<file path="config.mk">
export PLATFORM = sky130hd
export DESIGN_NAME = vsp_back
export DESIGN_NICKNAME = d
export VERILOG_FILES = /design/src/hdl/vsp_pkg.sv /design/src/hdl/vsp_back.sv
export VERILOG_INCLUDE_DIRS = /design/src /design/src/hdl
export SDC_FILE = /design/constraint.sdc
export NUM_CORES = 1
export LEC_CHECK = 0
export BUFFER_PORTS_ARGS = -buffer_cell sky130_fd_sc_hd__buf_2
export CAP_MARGIN = 20
export CORE_ASPECT_RATIO = 0.8
export CORE_MARGIN = 4
export CORE_UTILIZATION = 47
export DETAILED_ROUTE_END_ITERATION = 8
export GPL_TIMING_DRIVEN = 0
export PLACE_DENSITY = 0.76
export SLEW_MARGIN = 40
export SYNTH_ARGS = -nofsm -noshare
export SYNTH_HDL_FRONTEND = slang
export SYNTH_SLANG_ARGS = --single-unit
</file>
<file path="constraint.sdc">
create_clock -name i_clk -period 6.25 [get_ports i_clk]
set_input_delay 1.875 -clock i_clk [delete_from_list [all_inputs] [get_ports i_clk]]
set_output_delay 1.875 -clock i_clk [all_outputs]
set_load 0.02 [all_outputs]
</file>
<file path="src/hdl/vector_sum_to_polar_assert.svh">
// Assertion helpers for the vector_sum_to_polar design.
`ifndef VECTOR_SUM_TO_POLAR_ASSERT_SVH
`define VECTOR_SUM_TO_POLAR_ASSERT_SVH

// Same-cycle implication, quiet while reset is held.
`define VSP_ASSERT_NOW(label, clk, rst_n, ante, cons) \
    label: assert property (@(posedge clk) disable iff (!rst_n) (ante) |-> (cons)) \
        else $error("vsp: same-cycle check failed");

// Next-cycle implication, quiet while reset is held.
`define VSP_ASSERT_NEXT(label, clk, rst_n, ante, cons) \
    label: assert property (@(posedge clk) disable iff (!rst_n) (ante) |=> (cons)) \
        else $error("vsp: next-cycle check failed");

`endif

</file>
<file path="src/hdl/vsp_pkg.sv">
package vsp_pkg;

    localparam int COMPONENT_WIDTH_DEF   = 16;
    localparam int CORDIC_ITERATIONS_DEF = 16;

    // Fraction bits added to the CORDIC x/y datapath.
    localparam int FRAC_SHIFT   = 16;
    // Headroom for CORDIC gain plus the sign bit.
    localparam int GROWTH_BITS  = 3;
    // Cap on the sum-of-squares width; the sum wraps at the capped width.
    localparam int SUM_SQ_CAP   = 64;

    localparam int ANGLE_ACC_W       = 25;
    localparam int ANGLE_ROUND_SHIFT = 9;
    localparam int MAG_W             = 17;
    localparam int ANGLE_W           = 17;
    localparam int QUARTER_DEG       = 11520;
    localparam int HALF_DEG          = 23040;

    typedef logic signed [ANGLE_ACC_W-1:0] t_angle_acc;

    typedef struct packed {
        logic sx_zero;
        logic sx_neg;
        logic sy_zero;
        logic sy_pos;
    } t_flags;

    // atan(2^-idx) in units of 2^-16 degree, rounded to nearest.
    function automatic t_angle_acc atan_entry(input int idx);
        int val;
        case (idx)
            0:  val = 2949120;
            1:  val = 1740967;
            2:  val = 919879;
            3:  val = 466945;
            4:  val = 234379;
            5:  val = 117304;
            6:  val = 58666;
            7:  val = 29335;
            8:  val = 14668;
            9:  val = 7334;
            10: val = 3667;
            11: val = 1833;
            12: val = 917;
            13: val = 458;
            14: val = 229;
            15: val = 115;
            16: val = 57;
            17: val = 29;
            18: val = 14;
            19: val = 7;
            20: val = 4;
            21: val = 2;
            22: val = 1;
            default: val = 0;
        endcase
        return t_angle_acc'(val);
    endfunction

endpackage

</file>
<file path="src/hdl/vsp_back.sv">
`include "vector_sum_to_polar_assert.svh"

module vsp_back import vsp_pkg::*; #(
    parameter int NS = COMPONENT_WIDTH_DEF + 1
) (
    input  logic                      i_clk,
    input  logic                      i_rst_n,
    input  logic                      i_valid,
    output logic                      o_ready,
    input  logic [NS+1:0]             i_rem,
    input  logic [NS-1:0]             i_root,
    input  t_angle_acc                i_z,
    input  t_flags                    i_flags,
    output logic                      o_valid,
    input  logic                      i_ready,
    output logic [MAG_W-1:0]          o_sum_magnitude,
    output logic signed [ANGLE_W-1:0] o_sum_angle,
    output logic                      o_zero_vector
);

    localparam int ROUND_BIAS = 1 << (ANGLE_ROUND_SHIFT - 1);

    logic                      r_valid;
    logic                      w_ld;
    logic                      w_round;
    logic [NS:0]               w_mag;
    t_angle_acc                w_zsum, w_a;
    logic signed [ANGLE_W-1:0] w_clamped;
    logic [MAG_W-1:0]          n_mag, r_mag;
    logic signed [ANGLE_W-1:0] n_ang, r_ang;
    logic                      n_zero, r_zero;

    assign w_ld    = !r_valid || i_ready;
    assign o_ready = w_ld;

    always_comb begin
        // remainder above root means the true root lies past root + 1/2
        w_round = i_rem > {2'b00, i_root};
        w_mag   = {1'b0, i_root} + (NS+1)'(w_round);
        n_mag   = MAG_W'(w_mag);

        w_zsum = i_z + t_angle_acc'(ROUND_BIAS);
        w_a    = w_zsum >>> ANGLE_ROUND_SHIFT;
        if (w_a > QUARTER_DEG) begin
            w_clamped = ANGLE_W'(QUARTER_DEG);
        end else if (w_a < -QUARTER_DEG) begin
            w_clamped = ANGLE_W'(-QUARTER_DEG);
        end else begin
            w_clamped = ANGLE_W'(w_a);
        end

        n_zero = i_flags.sx_zero && i_flags.sy_zero;
        if (n_zero) begin
            n_ang = '0;
        end else if (i_flags.sx_zero) begin
            n_ang = i_flags.sy_pos ? ANGLE_W'(QUARTER_DEG) : ANGLE_W'(-QUARTER_DEG);
        end else if (!i_flags.sx_neg) begin
            n_ang = w_clamped;
        end else begin
            // left half plane: mirror around 90 degrees
            n_ang = ANGLE_W'(HALF_DEG) - w_clamped;
        end
    end

    always_ff @(posedge i_clk) begin
        if (!i_rst_n) begin
            r_valid <= 1'b0;
        end else if (w_ld) begin
            r_valid <= i_valid;
        end
    end

    always_ff @(posedge i_clk) begin
        if (w_ld) begin
            r_mag  <= n_mag;
            r_ang  <= n_ang;
            r_zero <= n_zero;
        end
    end

    assign o_valid         = r_valid;
    assign o_sum_magnitude = r_mag;
    assign o_sum_angle     = r_ang;
    assign o_zero_vector   = r_zero;

    `VSP_ASSERT_NOW(a_zero_clean, i_clk, i_rst_n, r_valid && r_zero, r_mag == '0 && r_ang == '0)
    `VSP_ASSERT_NOW(a_angle_span, i_clk, i_rst_n, r_valid, r_ang >= -QUARTER_DEG && r_ang <= QUARTER_DEG + HALF_DEG)
    `VSP_ASSERT_NEXT(a_right_half, i_clk, i_rst_n, i_valid && w_ld && !i_flags.sx_neg && !i_flags.sx_zero, r_ang >= -QUARTER_DEG && r_ang <= QUARTER_DEG)

endmodule

</file>
==> flow_metrics.env <==
export IMPL_status="finished, final reports clean"
export IMPL_grt_max_degree=27
export IMPL_initial_core_util_pct=49.81
export IMPL_synth_seq_cells=36
export IMPL_critPathCaptureType="flip-flop"
export IMPL_cts_root_buf="clkbuf_8"
export IMPL_path_clk_slew_ps=70
export IMPL_netlist_area_um2=3289
export IMPL_rows=26
export IMPL_layout_cells_non_filler=561
export IMPL_worst_setup_path_type="input pin to flip-flop"
export IMPL_grt_pass1_vias=3054
export IMPL_cap_violations=0
export IMPL_ys_warn_count=0
export IMPL_cts_buffers=5
export IMPL_drt_iter0_markers=168
export IMPL_io_buffers=90
export IMPL_area_growth_pct=25.37
export IMPL_finalCritPeriodShare_pct=96.53
export IMPL_syn_inst=374
export IMPL_dieArea_um2=8409
export IMPL_antenna_found_initial=0
export IMPL_use_met1_pct=28.82
export IMPL_ioPinCount=106
export IMPL_drt_drc_violations_left=0
export IMPL_async_flop_share_pct=0
export IMPL_cts_tree="yes"
export IMPL_dp_cells=549
export IMPL_hold_viol=0
export IMPL_dr_total_vias=3263
export IMPL_power_density_nw_per_um2=178.0
export IMPL_synth_nets=465
export IMPL_die_x_um=101.5
export IMPL_setup_viol=0
export IMPL_vias_per_cell=5.816
export IMPL_ys_seq_area_share_pct=32.56
export IMPL_antenna_cells=0
export IMPL_drive_above_1_share_pct=28.51
export IMPL_cp_required_ps=6270
export IMPL_syn_area_per_cell_um2=8.795
export IMPL_totalWireLength_um=9191
export IMPL_setup_slack_ps=216.6
export IMPL_crit_arrival_ps=6060
export IMPL_cts_buffer_depth=2
export IMPL_start_kind="input pin"
export IMPL_fin_crit_ps=6033
export IMPL_fp_dieH_um=82.83
export IMPL_core_area_um2=6604
export IMPL_ir_drop_v=0.0001510
export IMPL_routedWlPerCell_um=16.38
export IMPL_min_path_type="flip-flop to flip-flop"
export IMPL_grt_util_met3_pct=3.769
export IMPL_final_area_um2=4124
export IMPL_gp_congestion=0.9419
export IMPL_fmax_mhz=165.7
export IMPL_grt_busiest_layer="met2"
export IMPL_clock_sinks=36
export IMPL_crit_chain="buf_2 > ha_1 > clkbuf_4 > and4_4 > nand4_1 > or3_4 > and2_1 > a211o_1 > ha_4 > or2_4 > o32a_1 > nand2_2 > nand2_1 > ha_4 > nand3_2 > a2111oi_4 > nand2_1 > o31ai_2 > mux2i_1 > o211ai_1"
export IMPL_ys_flop_type="edfxtp_1"
export IMPL_synthDistinctLibCells=62
export IMPL_dpl_instance_area_um2=3876
export IMPL_path_max_fanout=8
export IMPL_cpPeakStageDelay_ps=440
export IMPL_dpl_hpwl_um=7070
export IMPL_use_met2_pct=34.38
export IMPL_drv_slew=0
export IMPL_p_leak_nw=1.727
export IMPL_finalPower_uw=733.9
export IMPL_slew_headroom_pct=41.65
export IMPL_hold_slack_ps=766.9
export IMPL_clk_latency_ps=290
export IMPL_fin_nets=567
export IMPL_finClkSkew_ps=4.256
export IMPL_pre_cts_slack_ps=-1027
export IMPL_cts_htree_levels=2
export IMPL_grt_usage_pct=20.91
export IMPL_grt_pass1_wl_um=14450
export IMPL_grt_ovfl_total=0
export IMPL_dr_pass1_iters=4
export IMPL_cp_slowest_cell="a2111oi_4"
export IMPL_synth_edf_count=35
export IMPL_ant_nets=0
export IMPL_worstMarginPinSlew_ps=867.2
[where the power goes]
part           internal [mW]  switching [mW]  total, mW
clock                  0.118          0.0849      0.203
combinational         0.0908           0.141      0.232
sequential             0.293         0.00656      0.299
total                  0.501           0.233      0.734
[placed cells by master, fill, tap and decap left out, types with 5 or more instances in the layout]
master    count
xor2_1        9
buf_2        95
nor3_1       10
edfxtp_1     35
o21ai_0      18
buf_4         8
ha_1         20
clkbuf_8      6
nor2_1       24
nor4_1        6
a21oi_1      13
nand2_1      27
xnor2_1      28
inv_1        26
nand3_1      15
and3_1        6
o21a_1        6
nand4_1      17
clkbuf_1      8
a211o_1       5
[worst max-delay path, delay by kind of cell]
kind / cells / cell delay [ps]
adders and majority gates: 3 / 630
buffers and inverters: 2 / 290
and+or+nand+nor: 9 / 1740
AOI/OAI and AO/OA: 5 / 1290
muxes: 1 / 230
[synthesized netlist by cell type, types with 9 or more instances]
cell type	count	area [um^2]
a21oi_1	13	65.06
clkbuf_1	10	37.54
edfxtp_1	35	1051
ha_1	22	275.3
inv_1	26	97.59
nand2_1	28	105.1
nand3_1	16	80.08
nand4_1	17	106.4
nor2_1	25	93.84
nor3_1	11	55.05
o21ai_0	18	90.09
xnor2_1	29	254.0
xor2_1	9	78.83
[routing by layer]
metal  vias up  wire length (um)
li1       1593                 -
met2       133              4479
met1      1529              4059
met5         -                 0
met4         0                51
met3         8               600
[registers in the layout, indices dropped and copies added (netlist names)]
| name | flops |
|---|---|
| o_sum_angle | 17 |
| o_sum_magnitude | 17 |
| o_valid | 1 |
| o_zero_vector | 1 |
[worst paths after layout]
path                                        end  depth (start not counted)                  from  slack [ps]
setup / recovery  o_sum_angle[12]$_SDFFCE_PP0P_                         20                i_z[8]         220
hold / removal             o_valid$_SDFFE_PN0P_                          2  o_valid$_SDFFE_PN0P_         770
hold reg to reg            o_valid$_SDFFE_PN0P_                          2  o_valid$_SDFFE_PN0P_         770
setup reg to reg   o_sum_angle[0]$_SDFFCE_PP0P_                          2  o_valid$_SDFFE_PN0P_        5140
[logic make-up after synthesis]
group	Yosys count	share of synthesized area [%]
xor gates and xnor gates	38	10.12
muxes	3	0.9129
DFF	36	32.56
and+or+nand+nor	144	24.12
adders and majority gates	22	8.368
buffers and inverters	48	6.694
AOI/OAI and AO/OA	83	17.23
[what timing repair did]
| action | 4_1_cts | 5_1_grt |
|---|---|---|
| gates resized for setup | 8 | 12 |
| hold buffers | 0 | 0 |
| hold endpoints to repair | 0 | 0 |
| pin swaps | 2 | 4 |
| setup endpoints to repair | 4 | 4 |
| buffers inserted | 0 | 6 |
[stage by stage]
step / setup TNS [ps] / util (%)
after floorplan: 0 / -
after global placement: -3554 / 58.22
after detailed placement: -3402 / 58.70
after CTS: 0 / 60.93
after global routing: -1.049 / 62.45
final: 0 / 62.45
[cell type report]
| cell class | instances | area [um^2] |
|---|---|---|
| plain buffers | 19 | 113.9 |
| clock buffers | 5 | 68.82 |
| clock inverters | 3 | 42.54 |
| fillers | 580 | 2480 |
| inverters | 27 | 101.3 |
| multi-input cells | 290 | 2098 |
| flip-flops and latches | 36 | 1071 |
| well taps | 84 | 105.1 |
| repair buffers | 97 | 523.0 |
Power figures use the tool's default switching activity.
