==> src/hdl/vector_sum_to_polar_assert.svh <==
// Assertion helpers for the vector_sum_to_polar design.
`ifndef VECTOR_SUM_TO_POLAR_ASSERT_SVH
`define VECTOR_SUM_TO_POLAR_ASSERT_SVH

// Same-cycle implication, quiet while reset is held.
`define VSP_ASSERT_NOW(label, clk, rst_n, ante, cons) \
    label: assert property (@(posedge clk) disable iff (!rst_n) (ante) |-> (cons)) \
        else $error("vsp: same-cycle check failed");

// Next-cycle implication, quiet while reset is held.
`define VSP_ASSERT_NEXT(label, clk, rst_n, ante, cons) \
    label: assert property (@(posedge clk) disable iff (!rst_n) (ante) |=> (cons)) \
        else $error("vsp: next-cycle check failed");

`endif

==> src/hdl/vsp_pkg.sv <==
package vsp_pkg;

    localparam int COMPONENT_WIDTH_DEF   = 16;
    localparam int CORDIC_ITERATIONS_DEF = 16;

    // Fraction bits added to the CORDIC x/y datapath.
    localparam int FRAC_SHIFT   = 16;
    // Headroom for CORDIC gain plus the sign bit.
    localparam int GROWTH_BITS  = 3;
    // Cap on the sum-of-squares width; the sum wraps at the capped width.
    localparam int SUM_SQ_CAP   = 64;

    localparam int ANGLE_ACC_W       = 25;
    localparam int ANGLE_ROUND_SHIFT = 9;
    localparam int MAG_W             = 17;
    localparam int ANGLE_W           = 17;
    localparam int QUARTER_DEG       = 11520;
    localparam int HALF_DEG          = 23040;

    typedef logic signed [ANGLE_ACC_W-1:0] t_angle_acc;

    typedef struct packed {
        logic sx_zero;
        logic sx_neg;
        logic sy_zero;
        logic sy_pos;
    } t_flags;

    // atan(2^-idx) in units of 2^-16 degree, rounded to nearest.
    function automatic t_angle_acc atan_entry(input int idx);
        int val;
        case (idx)
            0:  val = 2949120;
            1:  val = 1740967;
            2:  val = 919879;
            3:  val = 466945;
            4:  val = 234379;
            5:  val = 117304;
            6:  val = 58666;
            7:  val = 29335;
            8:  val = 14668;
            9:  val = 7334;
            10: val = 3667;
            11: val = 1833;
            12: val = 917;
            13: val = 458;
            14: val = 229;
            15: val = 115;
            16: val = 57;
            17: val = 29;
            18: val = 14;
            19: val = 7;
            20: val = 4;
            21: val = 2;
            22: val = 1;
            default: val = 0;
        endcase
        return t_angle_acc'(val);
    endfunction

endpackage

==> src/hdl/vsp_front.sv <==
module vsp_front import vsp_pkg::*; #(
    parameter int W  = COMPONENT_WIDTH_DEF,
    parameter int SW = 2 * COMPONENT_WIDTH_DEF + 2,
    parameter int CW = COMPONENT_WIDTH_DEF + FRAC_SHIFT + GROWTH_BITS
) (
    input  logic                 i_clk,
    input  logic                 i_rst_n,
    input  logic                 i_valid,
    output logic                 o_ready,
    input  logic signed [W-1:0]  i_first_x,
    input  logic signed [W-1:0]  i_first_y,
    input  logic signed [W-1:0]  i_second_x,
    input  logic signed [W-1:0]  i_second_y,
    output logic                 o_valid,
    input  logic                 i_ready,
    output logic [SW-1:0]        o_s,
    output logic signed [CW-1:0] o_x,
    output logic signed [CW-1:0] o_y,
    output t_flags               o_flags
);

    localparam int UW = W + 1;

    logic                 r_v1, r_v2, r_v3;
    logic                 w_ld1, w_ld2, w_ld3;

    logic signed [UW-1:0] r_sx, r_sy, n_sx, n_sy;

    logic [UW-1:0]        w_ux, w_uy;
    logic [2*UW-1:0]      w_px, w_py;
    logic [SW-1:0]        r_sqx, r_sqy, n_sqx, n_sqy;
    logic signed [CW-1:0] r_x2, r_y2, n_x2, n_y2;
    t_flags               r_f2, n_f2;

    logic [SW-1:0]        r_s, n_s;
    logic signed [CW-1:0] r_x3, r_y3;
    t_flags               r_f3;

    assign w_ld3   = !r_v3 || i_ready;
    assign w_ld2   = !r_v2 || w_ld3;
    assign w_ld1   = !r_v1 || w_ld2;
    assign o_ready = w_ld1;

    // stage 1: exact vector sum
    always_comb begin
        n_sx = $signed({i_first_x[W-1], i_first_x}) + $signed({i_second_x[W-1], i_second_x});
        n_sy = $signed({i_first_y[W-1], i_first_y}) + $signed({i_second_y[W-1], i_second_y});
    end

    // stage 2: squares, CORDIC start values, case flags
    always_comb begin
        w_ux  = r_sx[UW-1] ? UW'(-r_sx) : UW'(r_sx);
        w_uy  = r_sy[UW-1] ? UW'(-r_sy) : UW'(r_sy);
        w_px  = w_ux * w_ux;
        w_py  = w_uy * w_uy;
        n_sqx = w_px[SW-1:0];
        n_sqy = w_py[SW-1:0];
        n_x2  = CW'($signed({1'b0, w_ux, {FRAC_SHIFT{1'b0}}}));
        n_y2  = CW'($signed({r_sy, {FRAC_SHIFT{1'b0}}}));
        n_f2.sx_zero = (r_sx == '0);
        n_f2.sx_neg  = r_sx[UW-1];
        n_f2.sy_zero = (r_sy == '0);
        n_f2.sy_pos  = !r_sy[UW-1] && (r_sy != '0);
    end

    // stage 3: sum of squares, wrapping at SW bits
    assign n_s = r_sqx + r_sqy;

    always_ff @(posedge i_clk) begin
        if (!i_rst_n) begin
            r_v1 <= 1'b0;
            r_v2 <= 1'b0;
            r_v3 <= 1'b0;
        end else begin
            if (w_ld1) r_v1 <= i_valid;
            if (w_ld2) r_v2 <= r_v1;
            if (w_ld3) r_v3 <= r_v2;
        end
    end

    always_ff @(posedge i_clk) begin
        if (w_ld1) begin
            r_sx <= n_sx;
            r_sy <= n_sy;
        end
        if (w_ld2) begin
            r_sqx <= n_sqx;
            r_sqy <= n_sqy;
            r_x2  <= n_x2;
            r_y2  <= n_y2;
            r_f2  <= n_f2;
        end
        if (w_ld3) begin
            r_s  <= n_s;
            r_x3 <= r_x2;
            r_y3 <= r_y2;
            r_f3 <= r_f2;
        end
    end

    assign o_valid = r_v3;
    assign o_s     = r_s;
    assign o_x     = r_x3;
    assign o_y     = r_y3;
    assign o_flags = r_f3;

endmodule

==> config.mk <==
export PLATFORM = sky130hd
export DESIGN_NAME = vsp_front
export DESIGN_NICKNAME = d
export VERILOG_FILES = /design/src/hdl/vector_sum_to_polar_assert.svh /design/src/hdl/vsp_pkg.sv /design/src/hdl/vsp_front.sv
export SDC_FILE = /design/constraint.sdc
export NUM_CORES = 1
export LEC_CHECK = 0
export BUFFER_PORTS_ARGS = -buffer_cell sky130_fd_sc_hd__buf_2
export CORE_ASPECT_RATIO = 0.8
export CORE_MARGIN = 2
export CORE_UTILIZATION = 24
export CTS_CLUSTER_DIAMETER = 200
export DETAILED_ROUTE_END_ITERATION = 16
export GPL_ROUTABILITY_DRIVEN = 0
export SKIP_CTS_REPAIR_TIMING = 1
export SLEW_MARGIN = 0
export SYNTH_ARGS = -nofsm -noshare
export SYNTH_HDL_FRONTEND = slang
export SYNTH_SLANG_ARGS = --single-unit
==> constraint.sdc <==
create_clock -name i_clk -period 10.5 [get_ports i_clk]
set_input_delay 0.525 -clock i_clk [delete_from_list [all_inputs] [get_ports i_clk]]
set_output_delay 0.525 -clock i_clk [all_outputs]
set_load 0.005 [all_outputs]
==> results.md <==
Setup path:
- The peak fanout along the critical path is 12.
- The critical path arrival is 9.30 ns.
- The capturing element type of the critical path is a flop.
- STA puts the critical path data required time at 10.82 ns.
- The type of the worst setup path is reg -> reg.
- STA classifies the critical path startpoint as a flop.

Final layout:
- The post-route netlist has 8.905% of its cells at a drive strength greater than 1.
- For this run, the post-layout net count is 3,539.
- From synthesis to final layout, the design area changed by 12.58%.

Logic synthesis:
- The synthesized instance count is 2,650.
- The register bit total from synthesis is 211.
- The total of warnings raised by yosys is 0.
- The cell with the most instances after synthesis is sky130_fd_sc_hd__inv_1.
- The number of distinct library cells after synthesis is 82.
- The commonest cells after synthesis are sky130_fd_sc_hd__inv_1 (585), sky130_fd_sc_hd__fa_1 (388), sky130_fd_sc_hd__ha_1 (273).
- The share of synthesized flip-flops with an asynchronous set or reset is 0%.
- The largest total area in the synthesized netlist belongs to sky130_fd_sc_hd__fa_1.
- The average cell area after synthesis is 10.03 µm².
- The synthesized design contains 208 enable-type register cells.
- Summing the sequential cell areas from Yosys gives 23.71% of the chip area.
- By area the synthesized netlist is led by sky130_fd_sc_hd__fa_1 (29%), sky130_fd_sc_hd__edfxtp_1 (23%), sky130_fd_sc_hd__ha_1 (13%), sky130_fd_sc_hd__inv_1 (8.3%), sky130_fd_sc_hd__xnor2_1 (3.4%).
- The synthesized design devotes to its leading area cell type 29.21% of total area.
- The mapped netlist covers 26,590 µm².
- The most used flip-flop cell after synthesis is sky130_fd_sc_hd__edfxtp_1.

Place:
- Input and output buffers added on the ports amount to 143.
- The wire-length estimate of the detail-placed layout is 54.07 mm.

STA:
- The slew at the pin with the worst max-slew slack is 1.174 ns.
- Setup violations remaining at the end of the flow were counted as 0.
- The final worst-path cycle share is 85.51%.
- On the final layout, the worst clock skew is 0.02391 ns.
- Headroom to the max-slew limit came out at 21.50%.
- The final critical path time including I/O delays and setup is 8.978 ns.
- Setup repair after global routing left no endpoint under its margin.
- The final setup TNS is 0 ns.
- The number of hold violations in the final report was 0.
- The fmax is 111.4 MHz.
- The max-slew violation count is 0.

Die:
- The number of placement rows is 109.
- The horizontal die dimension is 376.2 µm.
- The effective utilization at floorplan is 24.13%.
- The die covers 113,500 µm².
- Pin placement for this block handled 178 I/O pins.
- The die outline height is 301.7 µm.
- The region available for standard cell placement spans 110,200 µm².

Global route:
- Entering global routing, the biggest net connects 79 pins.
- The global-route usage over all layers is 11.63%.
- For this run the aggregate overflow at the end of global routing stands at 0.
- The first global-routing pass estimated 103.8 mm of wire.
- The number of antenna violations at the first check in global routing is 3.
- The via count of the first global-routing pass is 18,930.

Clock tree:
- The clock transition at the registers of the reported paths is 0.07 ns.
- TritonCTS built the clock tree.
- The count of clock tree sinks is 211.
- The number of clock buffers added by TritonCTS is 28.
- The clock passes through at most 3 buffers.
- The H-tree depth is 1.
- The clock reaches the later pin of the worst-skew pair after 0.60 ns.
- The clock tree root buffer cell is sky130_fd_sc_hd__clkbuf_16.

Routing:
- The routed design has 65.05 mm of wire.
- The detailed router finished its first iteration with 1,339 violations.
- The total DRC errors in the routed layout is 0.
- In the final routed layout, each cell accounts on average for 15.22 µm.
- The via count normalized by instance count is 4.352.
- The first TritonRoute pass finished after 7 iterations.
- Once detail routing completed, the nets flagged for antenna violations numbered 0.
- Summing over every cut layer, the via total after detailed routing is 18,600.

Outcome:
- The flow ran to the end, and the final reports show no timing, DRC or antenna violations.

Hold path:
- The path type of the worst min-delay path is in -> reg.

Flow run:
- The number of violations of the max-capacitance limit is 0.
==> cells by family (layout without fill, tap and decap cells) <==
| group | count (synthesis) | after routing | synth area share [%] |
|---|---|---|---|
| AO/OA/AOI/OAI | 362 | 362 | 9.015 |
| XOR/XNOR | 154 | 154 | 5.256 |
| adder cells (fa/ha/maj) | 661 | 661 | 42.06 |
| buffers and inverters | 695 | 819 | 10.38 |
| flip-flops | 211 | 211 | 23.71 |
| multiplexers | 1 | 1 | 0.03764 |
| other | 2 | 59 | 0.02824 |
| AND/OR/NAND/NOR | 564 | 564 | 9.519 |
==> placed cells by master (no fill, tap or decap), drive strengths merged, types with 11 or more instances in the layout <==
master and n:
inv 603, fa 388, ha 273, edfxtp 208
nand2 208, nor2 197, buf 165, xnor2 104
a21oi 96, o21ai 62, conb 58, xor2 50
a21o 49, nand3 37, clkbuf 33, a31oi 23
nor3 23, o21a 21, a211oi 20, nand4 18
o21bai 17, and3 15, nand2b 14, o31ai 14
clkinv 14, or3 12, o41ai 12, nor2b 11
==> state kept, by name, indices dropped and copies added, names as in the netlist <==
signal	flops
o_flags	4
o_s	34
o_valid	1
o_x	17
o_y	17
r_f2	4
r_sqx	33
r_sqy	33
r_sx	17
r_sy	17
r_v1	1
r_v2	1
r_x2	16
r_y2	16
==> layout make-up <==
class                   count  area [µm²]
inverters                 604        2271
well taps                1443        1805
clock inverters            17       166.4
repair buffers            165       880.8
flip-flops and latches    211        6306
multi-input cells        1800       17760
diodes                      1       2.502
clock buffers              33       740.7
fillers                 11680       80260
==> worst max-delay path, cell delays in order (launching register included) <==
cell and delay (ns):
sky130_fd_sc_hd__edfxtp_1 0.62, sky130_fd_sc_hd__inv_1 0.36, sky130_fd_sc_hd__ha_1 0.31, sky130_fd_sc_hd__nand2b_1 0.12, sky130_fd_sc_hd__o21ai_0 0.11, sky130_fd_sc_hd__xnor2_1 0.91
sky130_fd_sc_hd__inv_2 0.36, sky130_fd_sc_hd__nor2_1 0.26, sky130_fd_sc_hd__inv_1 0.09, sky130_fd_sc_hd__fa_1 0.53, sky130_fd_sc_hd__inv_1 0.06, sky130_fd_sc_hd__fa_1 0.45
sky130_fd_sc_hd__fa_1 0.54, sky130_fd_sc_hd__inv_1 0.05, sky130_fd_sc_hd__fa_1 0.52, sky130_fd_sc_hd__inv_1 0.05, sky130_fd_sc_hd__fa_1 0.47, sky130_fd_sc_hd__inv_1 0.05
sky130_fd_sc_hd__fa_1 0.48, sky130_fd_sc_hd__inv_1 0.05, sky130_fd_sc_hd__ha_1 0.36, sky130_fd_sc_hd__nand3_1 0.12, sky130_fd_sc_hd__a21boi_0 0.11, sky130_fd_sc_hd__o311ai_0 0.78
sky130_fd_sc_hd__nand4_1 0.29, sky130_fd_sc_hd__a211oi_1 0.38, sky130_fd_sc_hd__o41ai_1 0.14, sky130_fd_sc_hd__xnor2_1 0.13
==> metrics by stage <==
step                hold slack, ns  worst slack, ns  util [%]  area [µm²]  std cells
floorplan                   0.4003            2.895         -       26800       2706
global placement            0.4002            1.678     26.34       29030       4223
detailed placement          0.4045            1.640     26.34       29030       4223
CTS                         0.1455            1.570     27.17       29940       4273
global route                0.1759           0.9944     27.17       29940       4273
finish                      0.1795            1.522     27.17       29940       4274
==> routing by layer <==
layer | vias up | wire length (µm) | share of wire [%] | GRT usage [%]
met5 | - | 0 | 0 | 0
met4 | 0 | 1256 | 1.9 | 2.352
met3 | 62 | 4844 | 7.4 | 2.390
met2 | 520 | 27170 | 42 | 17.16
met1 | 9280 | 31780 | 49 | 17.44
li1 | 8737 | - | - | -
==> worst paths after layout <==
path / depth (start not counted) / to / slack, ns / startpoint
setup / recovery: 27 / r_sqx[27] / 1.52 / r_sx[0]
hold / removal: 2 / o_valid / 0.18 / i_rst_n
setup reg to reg: 27 / r_sqx[27] / 1.52 / r_sx[0]
hold reg to reg: 0 / o_y[18] / 0.42 / r_y2[18]
Power is left out: the tool's default activity adds up to more than one toggle a clock period on the data nets, which glitch-free logic cannot reach.
