File: config.mk
export PLATFORM = sky130hd
export DESIGN_NAME = vsp_stage
export DESIGN_NICKNAME = d
export VERILOG_FILES = /design/src/hdl/vector_sum_to_polar_assert.svh /design/src/hdl/vsp_pkg.sv /design/src/hdl/vsp_stage.sv
export SDC_FILE = /design/constraint.sdc
export NUM_CORES = 1
export LEC_CHECK = 0
export BUFFER_PORTS_ARGS = -buffer_cell sky130_fd_sc_hd__buf_2
export CAP_MARGIN = 40
export CORE_MARGIN = 8
export CORE_UTILIZATION = 39
export CTS_CLUSTER_SIZE = 24
export DETAILED_ROUTE_END_ITERATION = 12
export RECOVER_POWER = 25
export REMOVE_ABC_BUFFERS = 1
export SYNTH_ARGS = -nofsm -noshare
export SYNTH_HDL_FRONTEND = slang
export SYNTH_SLANG_ARGS = --single-unit
File: constraint.sdc
create_clock -name i_clk -period 6.7 [get_ports i_clk]
set_clock_uncertainty 0.05 [all_clocks]
set_input_delay 0.335 -clock i_clk [delete_from_list [all_inputs] [get_ports i_clk]]
set_output_delay 0.335 -clock i_clk [all_outputs]
set_load 0.02 [all_outputs]
File: src/hdl/vector_sum_to_polar_assert.svh
// Assertion helpers for the vector_sum_to_polar design.
`ifndef VECTOR_SUM_TO_POLAR_ASSERT_SVH
`define VECTOR_SUM_TO_POLAR_ASSERT_SVH

// Same-cycle implication, quiet while reset is held.
`define VSP_ASSERT_NOW(label, clk, rst_n, ante, cons) \
    label: assert property (@(posedge clk) disable iff (!rst_n) (ante) |-> (cons)) \
        else $error("vsp: same-cycle check failed");

// Next-cycle implication, quiet while reset is held.
`define VSP_ASSERT_NEXT(label, clk, rst_n, ante, cons) \
    label: assert property (@(posedge clk) disable iff (!rst_n) (ante) |=> (cons)) \
        else $error("vsp: next-cycle check failed");

`endif

File: src/hdl/vsp_pkg.sv
package vsp_pkg;

    localparam int COMPONENT_WIDTH_DEF   = 16;
    localparam int CORDIC_ITERATIONS_DEF = 16;

    // Fraction bits added to the CORDIC x/y datapath.
    localparam int FRAC_SHIFT   = 16;
    // Headroom for CORDIC gain plus the sign bit.
    localparam int GROWTH_BITS  = 3;
    // Cap on the sum-of-squares width; the sum wraps at the capped width.
    localparam int SUM_SQ_CAP   = 64;

    localparam int ANGLE_ACC_W       = 25;
    localparam int ANGLE_ROUND_SHIFT = 9;
    localparam int MAG_W             = 17;
    localparam int ANGLE_W           = 17;
    localparam int QUARTER_DEG       = 11520;
    localparam int HALF_DEG          = 23040;

    typedef logic signed [ANGLE_ACC_W-1:0] t_angle_acc;

    typedef struct packed {
        logic sx_zero;
        logic sx_neg;
        logic sy_zero;
        logic sy_pos;
    } t_flags;

    // atan(2^-idx) in units of 2^-16 degree, rounded to nearest.
    function automatic t_angle_acc atan_entry(input int idx);
        int val;
        case (idx)
            0:  val = 2949120;
            1:  val = 1740967;
            2:  val = 919879;
            3:  val = 466945;
            4:  val = 234379;
            5:  val = 117304;
            6:  val = 58666;
            7:  val = 29335;
            8:  val = 14668;
            9:  val = 7334;
            10: val = 3667;
            11: val = 1833;
            12: val = 917;
            13: val = 458;
            14: val = 229;
            15: val = 115;
            16: val = 57;
            17: val = 29;
            18: val = 14;
            19: val = 7;
            20: val = 4;
            21: val = 2;
            22: val = 1;
            default: val = 0;
        endcase
        return t_angle_acc'(val);
    endfunction

endpackage

File: src/hdl/vsp_stage.sv
module vsp_stage import vsp_pkg::*; #(
    parameter int SW    = 2 * COMPONENT_WIDTH_DEF + 2,
    parameter int NS    = COMPONENT_WIDTH_DEF + 1,
    parameter int CW    = COMPONENT_WIDTH_DEF + FRAC_SHIFT + GROWTH_BITS,
    parameter int STAGE = 0,
    parameter int ITERS = CORDIC_ITERATIONS_DEF
) (
    input  logic                 i_clk,
    input  logic                 i_rst_n,
    input  logic                 i_valid,
    output logic                 o_ready,
    input  logic [SW-1:0]        i_s,
    input  logic [NS+1:0]        i_rem,
    input  logic [NS-1:0]        i_root,
    input  logic signed [CW-1:0] i_x,
    input  logic signed [CW-1:0] i_y,
    input  t_angle_acc           i_z,
    input  t_flags               i_flags,
    output logic                 o_valid,
    input  logic                 i_ready,
    output logic [SW-1:0]        o_s,
    output logic [NS+1:0]        o_rem,
    output logic [NS-1:0]        o_root,
    output logic signed [CW-1:0] o_x,
    output logic signed [CW-1:0] o_y,
    output t_angle_acc           o_z,
    output t_flags               o_flags
);

    logic                 r_valid;
    logic                 w_ld;
    logic [NS+1:0]        n_rem, r_rem;
    logic [NS-1:0]        n_root, r_root;
    logic signed [CW-1:0] n_x, n_y, r_x, r_y;
    t_angle_acc           n_z, r_z;
    logic [SW-1:0]        r_s;
    t_flags               r_flags;

    assign w_ld    = !r_valid || i_ready;
    assign o_ready = w_ld;

    // one result bit of the square root: bring down two bits, try root*4+1
    if (STAGE < NS) begin : g_sqrt
        logic [NS+1:0] w_cur, w_trial;
        always_comb begin
            w_cur   = {i_rem[NS-1:0], i_s[SW-1-2*STAGE -: 2]};
            w_trial = {i_root, 2'b01};
            if (w_cur >= w_trial) begin
                n_rem  = w_cur - w_trial;
                n_root = {i_root[NS-2:0], 1'b1};
            end else begin
                n_rem  = w_cur;
                n_root = {i_root[NS-2:0], 1'b0};
            end
        end
    end else begin : g_sqrt_hold
        assign n_rem  = i_rem;
        assign n_root = i_root;
    end

    // one CORDIC vectoring rotation: drive y toward zero
    if (STAGE < ITERS) begin : g_cordic
        logic signed [CW-1:0] w_xs, w_ys;
        always_comb begin
            w_xs = i_x >>> STAGE;
            w_ys = i_y >>> STAGE;
            if (!i_y[CW-1]) begin
                n_x = i_x + w_ys;
                n_y = i_y - w_xs;
                n_z = i_z + atan_entry(STAGE);
            end else begin
                n_x = i_x - w_ys;
                n_y = i_y + w_xs;
                n_z = i_z - atan_entry(STAGE);
            end
        end
    end else begin : g_cordic_hold
        assign n_x = i_x;
        assign n_y = i_y;
        assign n_z = i_z;
    end

    always_ff @(posedge i_clk) begin
        if (!i_rst_n) begin
            r_valid <= 1'b0;
        end else if (w_ld) begin
            r_valid <= i_valid;
        end
    end

    always_ff @(posedge i_clk) begin
        if (w_ld) begin
            r_s     <= i_s;
            r_rem   <= n_rem;
            r_root  <= n_root;
            r_x     <= n_x;
            r_y     <= n_y;
            r_z     <= n_z;
            r_flags <= i_flags;
        end
    end

    assign o_valid = r_valid;
    assign o_s     = r_s;
    assign o_rem   = r_rem;
    assign o_root  = r_root;
    assign o_x     = r_x;
    assign o_y     = r_y;
    assign o_z     = r_z;
    assign o_flags = r_flags;

endmodule

==> results.py, run 1 <==
metrics = {
    "outcome": {
        "status": "complete, but fails checks",
        "violations": "capacitance limit, slew limit",
    },
    "power": {
        "total_leakage_power_uw": 0.00692,
        "power_frac_clock_pct": 28.3,
        "switchingPower_uw": 1370,
        "powerDensity_nw_per_um2": 239,
        "pwr-share-seq_pct": 38.2,
        "p_int_uw": 2300,
        "netSwitchingFraction_pct": 37.4,
        "vdd_drop_max_mv": 0.168,
        "combPwrFrac_pct": 33.5,
    },
    "critical_path": {
        "critical_path.max_fanout": 62,
        "critPathArrivalTime_ns": 4.30,
        "startpoint": "o_valid",
        "cp-end-kind": "primary output",
        "rr_startpoint": "o_valid",
        "path_class": "register to primary output",
        "start_kind": "register",
        "required_ns": 6.31,
    },
    "clock_network": {
        "cts_made_buffers": 17,
        "hold_buffers": 8,
        "htreeDepth": 4,
        "post_cts_buffers": 0,
        "cts_buffer_depth": 2,
        "cts_resized": 0,
        "cts_tree": "yes",
        "root_buffer": "clkbuf_16",
        "worstSkewPairLatency_ns": 0.43,
        "cts_sinks": 169,
        "path_clk_slew_ns": 0.08,
    },
    "synth": {
        "syn-cell-area_um2": 12500,
        "synth_top_family_by_area": "compound AO/OA/AOI/OAI gates",
        "synth_top_flop_cell": "edfxtp_1",
        "yosysSeqAreaShare_pct": 40.4,
        "synth_compound_area_share_pct": 22.0,
        "yosys.area_share.simple_pct": 10.7,
        "synthAdderAreaFrac_pct": 13.4,
        "yosys_register_bits": 169,
        "syn_inst": 1310,
        "muxShareOfSynthArea_pct": 1.62,
        "yosys_warnings": 0,
        "avgSynthCellArea_um2": 9.58,
        "synthXorXnorAreaFrac_pct": 6.14,
        "ys_types": 78,
        "synth_edf_count": 168,
        "async_reset_ff_share_pct": 0,
    },
    "timing": {
        "setup_violations": 0,
        "finalMaxSlewViolations": 63,
        "rsz0062_at_grt": "no",
        "finalCritPeriodShare_pct": 69.9,
        "hold_slack_ns": 0.0148,
        "relSlewSlack_pct": -122,
        "hold_viol": 0,
        "period_needed_ns": 4.68,
        "fin_tns_setup_ns": 0,
        "setup_ws_ns": 2.02,
        "worst_pin_slew_ns": 3.34,
        "max_freq_ghz": 0.214,
    },
    "job": {
        "cap_violations": 1,
    },
    "grt": {
        "antenna_found_initial": 2,
        "grt_pass1_vias": 10800,
        "grt_max_degree": 63,
        "grt.total_usage_pct": 20.9,
        "grt_pass1_wl_um": 62600,
        "overflow": 0,
    },
    "layout": {
        "drive_above_1_share_pct": 23.4,
        "layout_commonest_cell": "buf_2",
        "fin_nets": 1944,
        "stdcell_count": 2055,
        "layout_common_cells": "buf_2, edfxtp_1, a21oi_1",
        "final_area_um2": 15300,
        "area_growth_pct": 22.1,
        "fill_cells": 3042,
    },
    "floorplan": {
        "io-pin-count": 344,
        "fp.dieW_um": 195,
        "core_um2": 31600,
        "rows": 65,
        "initial_utilization_pct": 39.7,
        "die_height_um": 195,
        "die-area_um2": 38200,
    },
    "route": {
        "dr.pass1.iters": 6,
        "postRouteAntennaNets": 0,
        "wl_per_cell_um": 20.3,
        "finalWirelength_um": 41800,
        "num_vias": 11200,
        "drc_errors": 0,
        "via_per_inst": 5.44,
        "drt_iter0_drc": 822,
    },
    "placement": {
        "hpwl_um": 33200,
        "place_inst": 2013,
        "io_buffer_count": 341,
        "place_ws_ns": 2.55,
        "gp_congestion": 0.947,
        "placed_area_um2": 14700,
    },
    "worst_hold_path": {
        "min_from": "i_s[9]",
        "hp-class": "input port to register",
    },
}
[cells by family (layout without fill, tap and decap cells)]
kind of cell / after synthesis / in the layout
AOI/OAI and AO/OA: 428 / 428
and+or+nand+nor: 286 / 286
buffers and inverters: 187 / 529
DFF: 169 / 169
adders and majority gates: 132 / 132
xor gates and xnor gates: 88 / 88
muxes: 20 / 20
other: 0 / 1
[power by group through the flow]
stage          registers [µW]  logic (µW)  clock network, µW
2_1_floorplan            1640         561                  0
5_1_grt                  1420        1320               1090
3_3_place_gp             1420        1210                  0
3_5_place_dp             1430        1220                  0
6_report                 1400        1230               1040
4_1_cts                  1410        1230               1060
[stage by stage]
stage	total power, µW	utilization (%)
2_1_floorplan	2200	-
3_3_place_gp	2640	46.1
3_5_place_dp	2650	46.3
4_1_cts	3700	48.5
5_1_grt	3830	48.4
6_report	3670	48.4
[area by class of cell]
cell class	instances	area, µm²	share of cell area (%)
clock inverter	15	189	1.23
multi-input combinational	954	6760	44.1
inverter	139	522	3.41
sequential	169	5060	33.1
antenna	1	2.50	0.0163
clock buffer	17	425	2.78
tap	402	503	3.28
timing repair buffer	358	1850	12.1
[final timing paths]
kind | end | slack [ns] | cells past startpoint
setup / recovery | o_ready | 2.02 | 4
hold / removal | o_s[9] | 0.01 | 1
setup reg to reg | o_s[33] | 2.42 | 4
hold reg to reg | o_s[1] | 0.63 | 1
[layer usage]
metal | global-route usage, % | vias up | share of wire (%)
met5 | 0 | - | 0.065
met4 | 6.43 | 4 | 2.1
met3 | 4.01 | 53 | 7.4
met2 | 35.5 | 477 | 48
met1 | 26.5 | 5223 | 43
li1 | - | 5419 | -
[state kept, by name (all words and copies together) (netlist names)]
signal / count
o_s: 34
o_z: 25
o_rem: 19
o_x: 35
o_valid: 1
o_flags: 4
o_y: 34
o_root: 17
[critical path: stages, from the launching register on]
cell,delay (ns)
dfxtp_1,0.32
nand2b_1,0.19
clkbuf_1,2.39
buf_4,0.69
buf_2,0.25
[cell usage after synthesis, types with 29 or more instances]
cell type	n	area share, %
a21oi_1	145	5.8
a21o_1	37	2.2
ha_1	128	13
o21bai_1	29	1.7
nand2_1	67	2.0
xnor2_1	69	4.8
o21ai_0	86	3.4
nor2_1	101	3.0
inv_1	133	4.0
clkbuf_1	29	0.87
edfxtp_1	168	40
Power figures use the tool's default switching activity.
==> inputs of run 2 (changes only) <==
==> constraint.sdc (replaced) <==
create_clock -name i_clk -period 4.65 [get_ports i_clk]
set_clock_uncertainty 0.05 [all_clocks]
set_input_delay 0.2325 -clock i_clk [delete_from_list [all_inputs] [get_ports i_clk]]
set_output_delay 0.2325 -clock i_clk [all_outputs]
set_load 0.02 [all_outputs]
==> run 2 against run 1 <==
The run still ends with capacitance limit, slew limit left; total power up 46%; sequential share of layout area down 1.3 points; cell count up 3.2%; wire length up 2.0%; worst setup slack worse by 0.88 ns; core utilization up 2.0 points; final area up 4.1%; global-route usage up 0.62 points; sequential power up 45%; critical path depth up 11; clock-buffer cell count unchanged; critical path type is now input port to register; highest routed layer is now met4.
==> results.py, run 2 (synthesis results as in run 1) <==
metrics = {
    "outcome": {
        "status": "complete, but fails checks",
        "violations": "capacitance limit, slew limit",
    },
    "route": {
        "postRouteAntennaNets": 0,
        "wl_per_cell_um": 20.1,
        "dr.pass1.iters": 5,
        "num_vias": 11500,
        "drt_iter0_drc": 898,
        "finalWirelength_um": 42600,
        "via_per_inst": 5.40,
        "drc_errors": 0,
    },
    "floorplan": {
        "io-pin-count": 344,
        "rows": 65,
        "initial_utilization_pct": 39.7,
        "fp.dieW_um": 195,
        "die-area_um2": 38200,
        "die_height_um": 195,
        "core_um2": 31600,
    },
    "critical_path": {
        "required_ns": 4.79,
        "path_cells": "dlygate4sd3_1, clkbuf_1, inv_1, ha_1, a21o_1, a21oi_1, a21boi_0, o31ai_1, buf_4, a21oi_1, o21ai_0, and2b_1, clkinv_1, buf_4, mux2_2",
        "path_class": "input port to register",
        "cpLargestDelayFamily": "buffers and inverters",
        "critical_path.max_fanout": 25,
        "critPathBufInv": 6,
        "cpMaxStageDelayCell": "dlygate4sd3_1",
        "start_kind": "input port",
        "max_stage_delay_ns": 0.53,
        "critPathArrivalTime_ns": 3.65,
        "cp-end-kind": "register",
    },
    "clock_network": {
        "cts_buffer_depth": 2,
        "cts_resized": 0,
        "path_clk_slew_ns": 0.08,
        "cts_sinks": 169,
        "cts_made_buffers": 17,
        "post_cts_buffers": 0,
        "worstSkewPairLatency_ns": 0.44,
        "hold_buffers": 71,
        "root_buffer": "clkbuf_16",
        "cts_tree": "yes",
        "htreeDepth": 4,
    },
    "placement": {
        "hpwl_um": 33300,
        "placed_area_um2": 14600,
        "place_ws_ns": 1.02,
        "io_buffer_count": 341,
        "gp_congestion": 0.921,
    },
    "timing": {
        "finalCritPeriodShare_pct": 75.4,
        "setup_violations": 0,
        "hold_viol": 0,
        "setup_ws_ns": 1.14,
        "relSlewSlack_pct": -30.1,
        "period_needed_ns": 3.51,
        "rsz0062_at_grt": "no",
        "max_freq_ghz": 0.285,
        "finalMaxSlewViolations": 40,
        "worst_pin_slew_ns": 1.95,
    },
    "grt": {
        "grt_pass1_vias": 11300,
        "overflow": 0,
        "grt_pass1_wl_um": 64800,
        "antenna_found_initial": 2,
        "grt_max_degree": 97,
        "grt.total_usage_pct": 21.5,
    },
    "power": {
        "total_leakage_power_uw": 0.00714,
        "powerDensity_nw_per_um2": 336,
        "vdd_drop_max_mv": 0.273,
    },
    "layout": {
        "layout_common_cells": "buf_2, edfxtp_1, a21oi_1",
        "area_growth_pct": 27.1,
        "drive_above_1_share_pct": 21.7,
        "layout.area.seq_um2": 5060,
        "largest_reg_flops": 35,
        "multi_input_area_um2": 6760,
        "layout_commonest_cell": "buf_2",
        "final_area_um2": 16000,
        "fin_nets": 2007,
        "fill_cells": 2985,
    },
    "job": {
        "cap_violations": 1,
    },
    "worst_hold_path": {
        "hp-class": "input port to register",
    },
}
## run 2: cell count changes in the layout (fill, tap and decap cells not counted), sizes merged
cell,change
buf,-15
dlygate4sd3,+62
clkinv,-1
inv,+1
diode,+2
clkbuf,+16
## run 2: path summary, 6_finish.rpt
kind	from	endpoint	slack (ns)	depth (start not counted)
worst max-delay path	i_root[4]	o_rem[17]	1.14	15
worst min-delay path	i_z[16]	o_z[16]	0.04	2
worst max register to register	o_valid	o_valid	1.92	3
worst min register to register	o_valid	o_s[3]	1.73	1
## run 2: power by group
part	internal, µW	switching, µW
Sequential	1960	68.9
Combinational	641	1160
Clock	751	779
Total	3350	2010
## run 2: cell type report
type	instances	share of cell area (%)
antenna	3	0.0471
clock buffer	17	2.67
clock inverter	15	1.34
inverter	139	3.27
multi-input combinational	954	42.4
sequential	169	31.8
tap	402	3.15
timing repair buffer	421	15.4
## run 2: metrics by stage
stage,hold WS (ns),cells,TNS (ns),utilization [%],power (µW)
floorplan,0.281,1262,-66.12,-,3170
global placement,0.359,2012,0,46.2,3800
detailed placement,0.361,2014,0,46.3,3820
CTS,0.0213,2117,0,50.6,5420
global route,0.0446,2119,0,50.4,5620
finish,0.0357,2120,0,50.4,5360
## run 2: metal layers
layer,vias up,global-route usage [%],part of all wire (%)
met1,5392,27.3,42
met4,0,6.71,2.3
met5,-,0,0
met2,467,36.5,48
li1,5545,-,-
met3,49,4.28,7.1
==> inputs of run 3 (changes only) <==
--- a/config.mk
+++ b/config.mk
@@ -5,6 +5,7 @@
 export SDC_FILE = /design/constraint.sdc
 export NUM_CORES = 1
 export LEC_CHECK = 0
+export ABC_AREA = 1
 export BUFFER_PORTS_ARGS = -buffer_cell sky130_fd_sc_hd__buf_2
 export CAP_MARGIN = 40
 export CORE_MARGIN = 8
==> constraint.sdc (replaced) <==
create_clock -name i_clk -period 3.6 [get_ports i_clk]
set_clock_uncertainty 0.05 [all_clocks]
set_input_delay 0.18 -clock i_clk [delete_from_list [all_inputs] [get_ports i_clk]]
set_output_delay 0.18 -clock i_clk [all_outputs]
set_load 0.02 [all_outputs]
==> run 3 against run 2 <==
The flow now finishes without violations; clock-buffer cell count grew 1; hold slack gained 0.0045 ns; critical path type is now register to primary output; global-route usage increased by 3.3 points; sequential power increased by 26%; die area up 13%; core utilization shrank 1.7 points; worst setup slack worse by 0.25 ns; flip-flop and latch count stayed put; combinational power grew 41%; synthesized cell count is 50% higher; total power grew 31%; clock power increased by 28%.
==> results.py, run 3 <==
metrics = {
    "timing": {
        "period_needed_ns": 2.71,
        "finalCritPeriodShare_pct": 75.3,
        "fin_tns_setup_ns": 0,
        "rsz0062_at_grt": "no",
        "worst_pin_slew_ns": 1.13,
        "finalMaxSlewViolations": 0,
        "setup_violations": 0,
        "max_freq_ghz": 0.369,
        "hold_viol": 0,
        "relSlewSlack_pct": 24.7,
    },
    "synth": {
        "yosys_warnings": 0,
        "async_reset_ff_share_pct": 0,
        "yosys_register_bits": 169,
        "avgSynthCellArea_um2": 7.29,
        "syn_inst": 1964,
        "synth_common_cells": "nand2_1, inv_1, nand3_1, nor2_1, edfxtp_1",
        "yosysSeqAreaShare_pct": 35.4,
        "yosys.area.top_type_share_pct": 35.2,
        "synth_area_leaders": "edfxtp_1, nand2_1, ha_1",
        "syn-cell-area_um2": 14300,
        "yosys.area.top_type": "edfxtp_1",
        "synth_top_flop_cell": "edfxtp_1",
        "synth_most_common_cell": "nand2_1",
        "ys_types": 44,
        "synth_edf_count": 168,
    },
    "critical_path": {
        "path_class": "register to primary output",
        "critical_path.max_fanout": 38,
        "cpLargestDelayFamily": "buffers and inverters",
        "rr_startpoint": "o_valid",
        "path_cells": "nand2_1, buf_4, buf_2",
        "critPathArrivalTime_ns": 2.48,
        "r2r_slack_ns": 1.42,
        "critPathBufInv": 2,
        "max_stage_delay_ns": 0.82,
        "cpMaxStageDelayCell": "nand2_1",
        "startpoint": "o_valid",
        "cp-end-kind": "primary output",
        "required_ns": 3.37,
        "start_kind": "register",
    },
    "layout": {
        "area_growth_pct": 23.7,
        "layout_common_cells": "nand2_1, buf_2, inv_1",
        "stdcell_count": 2845,
        "layout_commonest_cell": "nand2_1",
        "fill_cells": 3642,
        "drive_above_1_share_pct": 15.4,
        "fin_nets": 2668,
        "largest_reg_flops": 35,
    },
    "grt": {
        "grt_pass1_vias": 14900,
        "grt.total_usage_pct": 24.8,
        "antenna_found_initial": 1,
        "grt_max_degree": 77,
        "overflow": 0,
        "grt_pass1_wl_um": 83900,
    },
    "floorplan": {
        "die_height_um": 208,
        "die-area_um2": 43100,
        "core_um2": 36300,
        "fp.dieW_um": 208,
        "rows": 70,
        "io-pin-count": 344,
        "initial_utilization_pct": 39.4,
    },
    "power": {
        "total_leakage_power_uw": 0.00883,
        "vdd_drop_max_mv": 0.330,
        "powerDensity_nw_per_um2": 397,
        "p_total_uw": 7040,
    },
    "clock_network": {
        "cts_buffer_depth": 2,
        "worstSkewPairLatency_ns": 0.45,
        "cts_tree": "yes",
        "path_clk_slew_ns": 0.07,
        "cts_sinks": 169,
        "root_buffer": "clkbuf_16",
        "htreeDepth": 4,
        "cts_made_buffers": 17,
    },
    "route": {
        "via_per_inst": 5.16,
        "wl_per_cell_um": 19.3,
        "drc_errors": 0,
        "dr.pass1.iters": 6,
        "drt_iter0_drc": 968,
        "num_vias": 14700,
        "postRouteAntennaNets": 0,
        "finalWirelength_um": 54800,
    },
    "placement": {
        "gp_congestion": 0.999,
        "place_inst": 2733,
        "io_buffer_count": 341,
        "hpwl_um": 45100,
    },
    "job": {
        "cap_violations": 0,
    },
    "worst_hold_path": {
        "min_from": "i_rem[8]",
        "hp-class": "input port to register",
    },
    "outcome": {
        "status": "completed",
    },
}
run 3: kinds of logic (layout without fill, tap and decap cells):
family                     count (synthesis)  in the layout  share of synthesized area, %
other                                      0              1                             0
xor gates and xnor gates                  45             45                          2.75
buffers and inverters                    337            749                          9.68
DFF                                      169            169                          35.4
AOI/OAI and AO/OA                        327            327                          12.5
and+or+nand+nor                          954            954                          28.0
adders and majority gates                132            132                          11.7
run 3: worst reg2reg max path: stages (launching register included):
cell and delay [ns]:
dfxtp_1 0.33, nand2_1 0.82, buf_4 0.58
run 3: path summary, 6_finish.rpt:
| path | endpoint | depth (start not counted) |
|---|---|---|
| hold reg to reg | o_flags[3] | 1 |
| hold / removal | o_rem[10] | 3 |
| setup / recovery | o_ready | 3 |
| setup reg to reg | o_x[24] | 2 |
run 3: final cells by class:
type | count | area [µm²] | area share, %
Antenna cell | 1 | 2.50 | 0.0141
Clock buffer | 18 | 429 | 2.42
Clock inverter | 14 | 178 | 1.00
Inverter | 289 | 1080 | 6.12
Multi-Input combinational cell | 1458 | 7870 | 44.4
Sequential cell | 169 | 5060 | 28.6
Tap cell | 468 | 586 | 3.31
Timing Repair Buffer | 428 | 2500 | 14.1
run 3: per-stage QoR:
stage | utilization (%) | area [µm²] | setup WS, ns | hold slack [ns]
2_1_floorplan | - | 14000 | -1.19 | 0.229
3_3_place_gp | 45.1 | 16400 | 0.848 | 0.307
3_5_place_dp | 45.1 | 16400 | 0.845 | 0.309
4_1_cts | 48.9 | 17800 | 1.04 | 0.0113
5_1_grt | 48.7 | 17700 | 0.695 | 0.0444
6_report | 48.7 | 17700 | 0.889 | 0.0402
run 3: what timing repair did:
item,in CTS,in global routing
resized for setup,0,0
hold buffers,79,0
hold endpoints to repair,78,0
setup buffers,0,0
run 3: power breakdown:
| group | leakage, µW | internal (µW) | switching (µW) |
|---|---|---|---|
| Sequential | 0.00176 | 2480 | 68.6 |
| Combinational | 0.00678 | 790 | 1740 |
| Clock | 0.000291 | 1050 | 904 |
run 3: layer usage:
layer  routed length, µm  up-vias  GRT usage, %
met1               23600     6833          30.2
met5                   0        -             0
met4                1640        0          8.44
met2               26100      513          43.4
met3                3450       89          5.01
li1                    -     7249             -
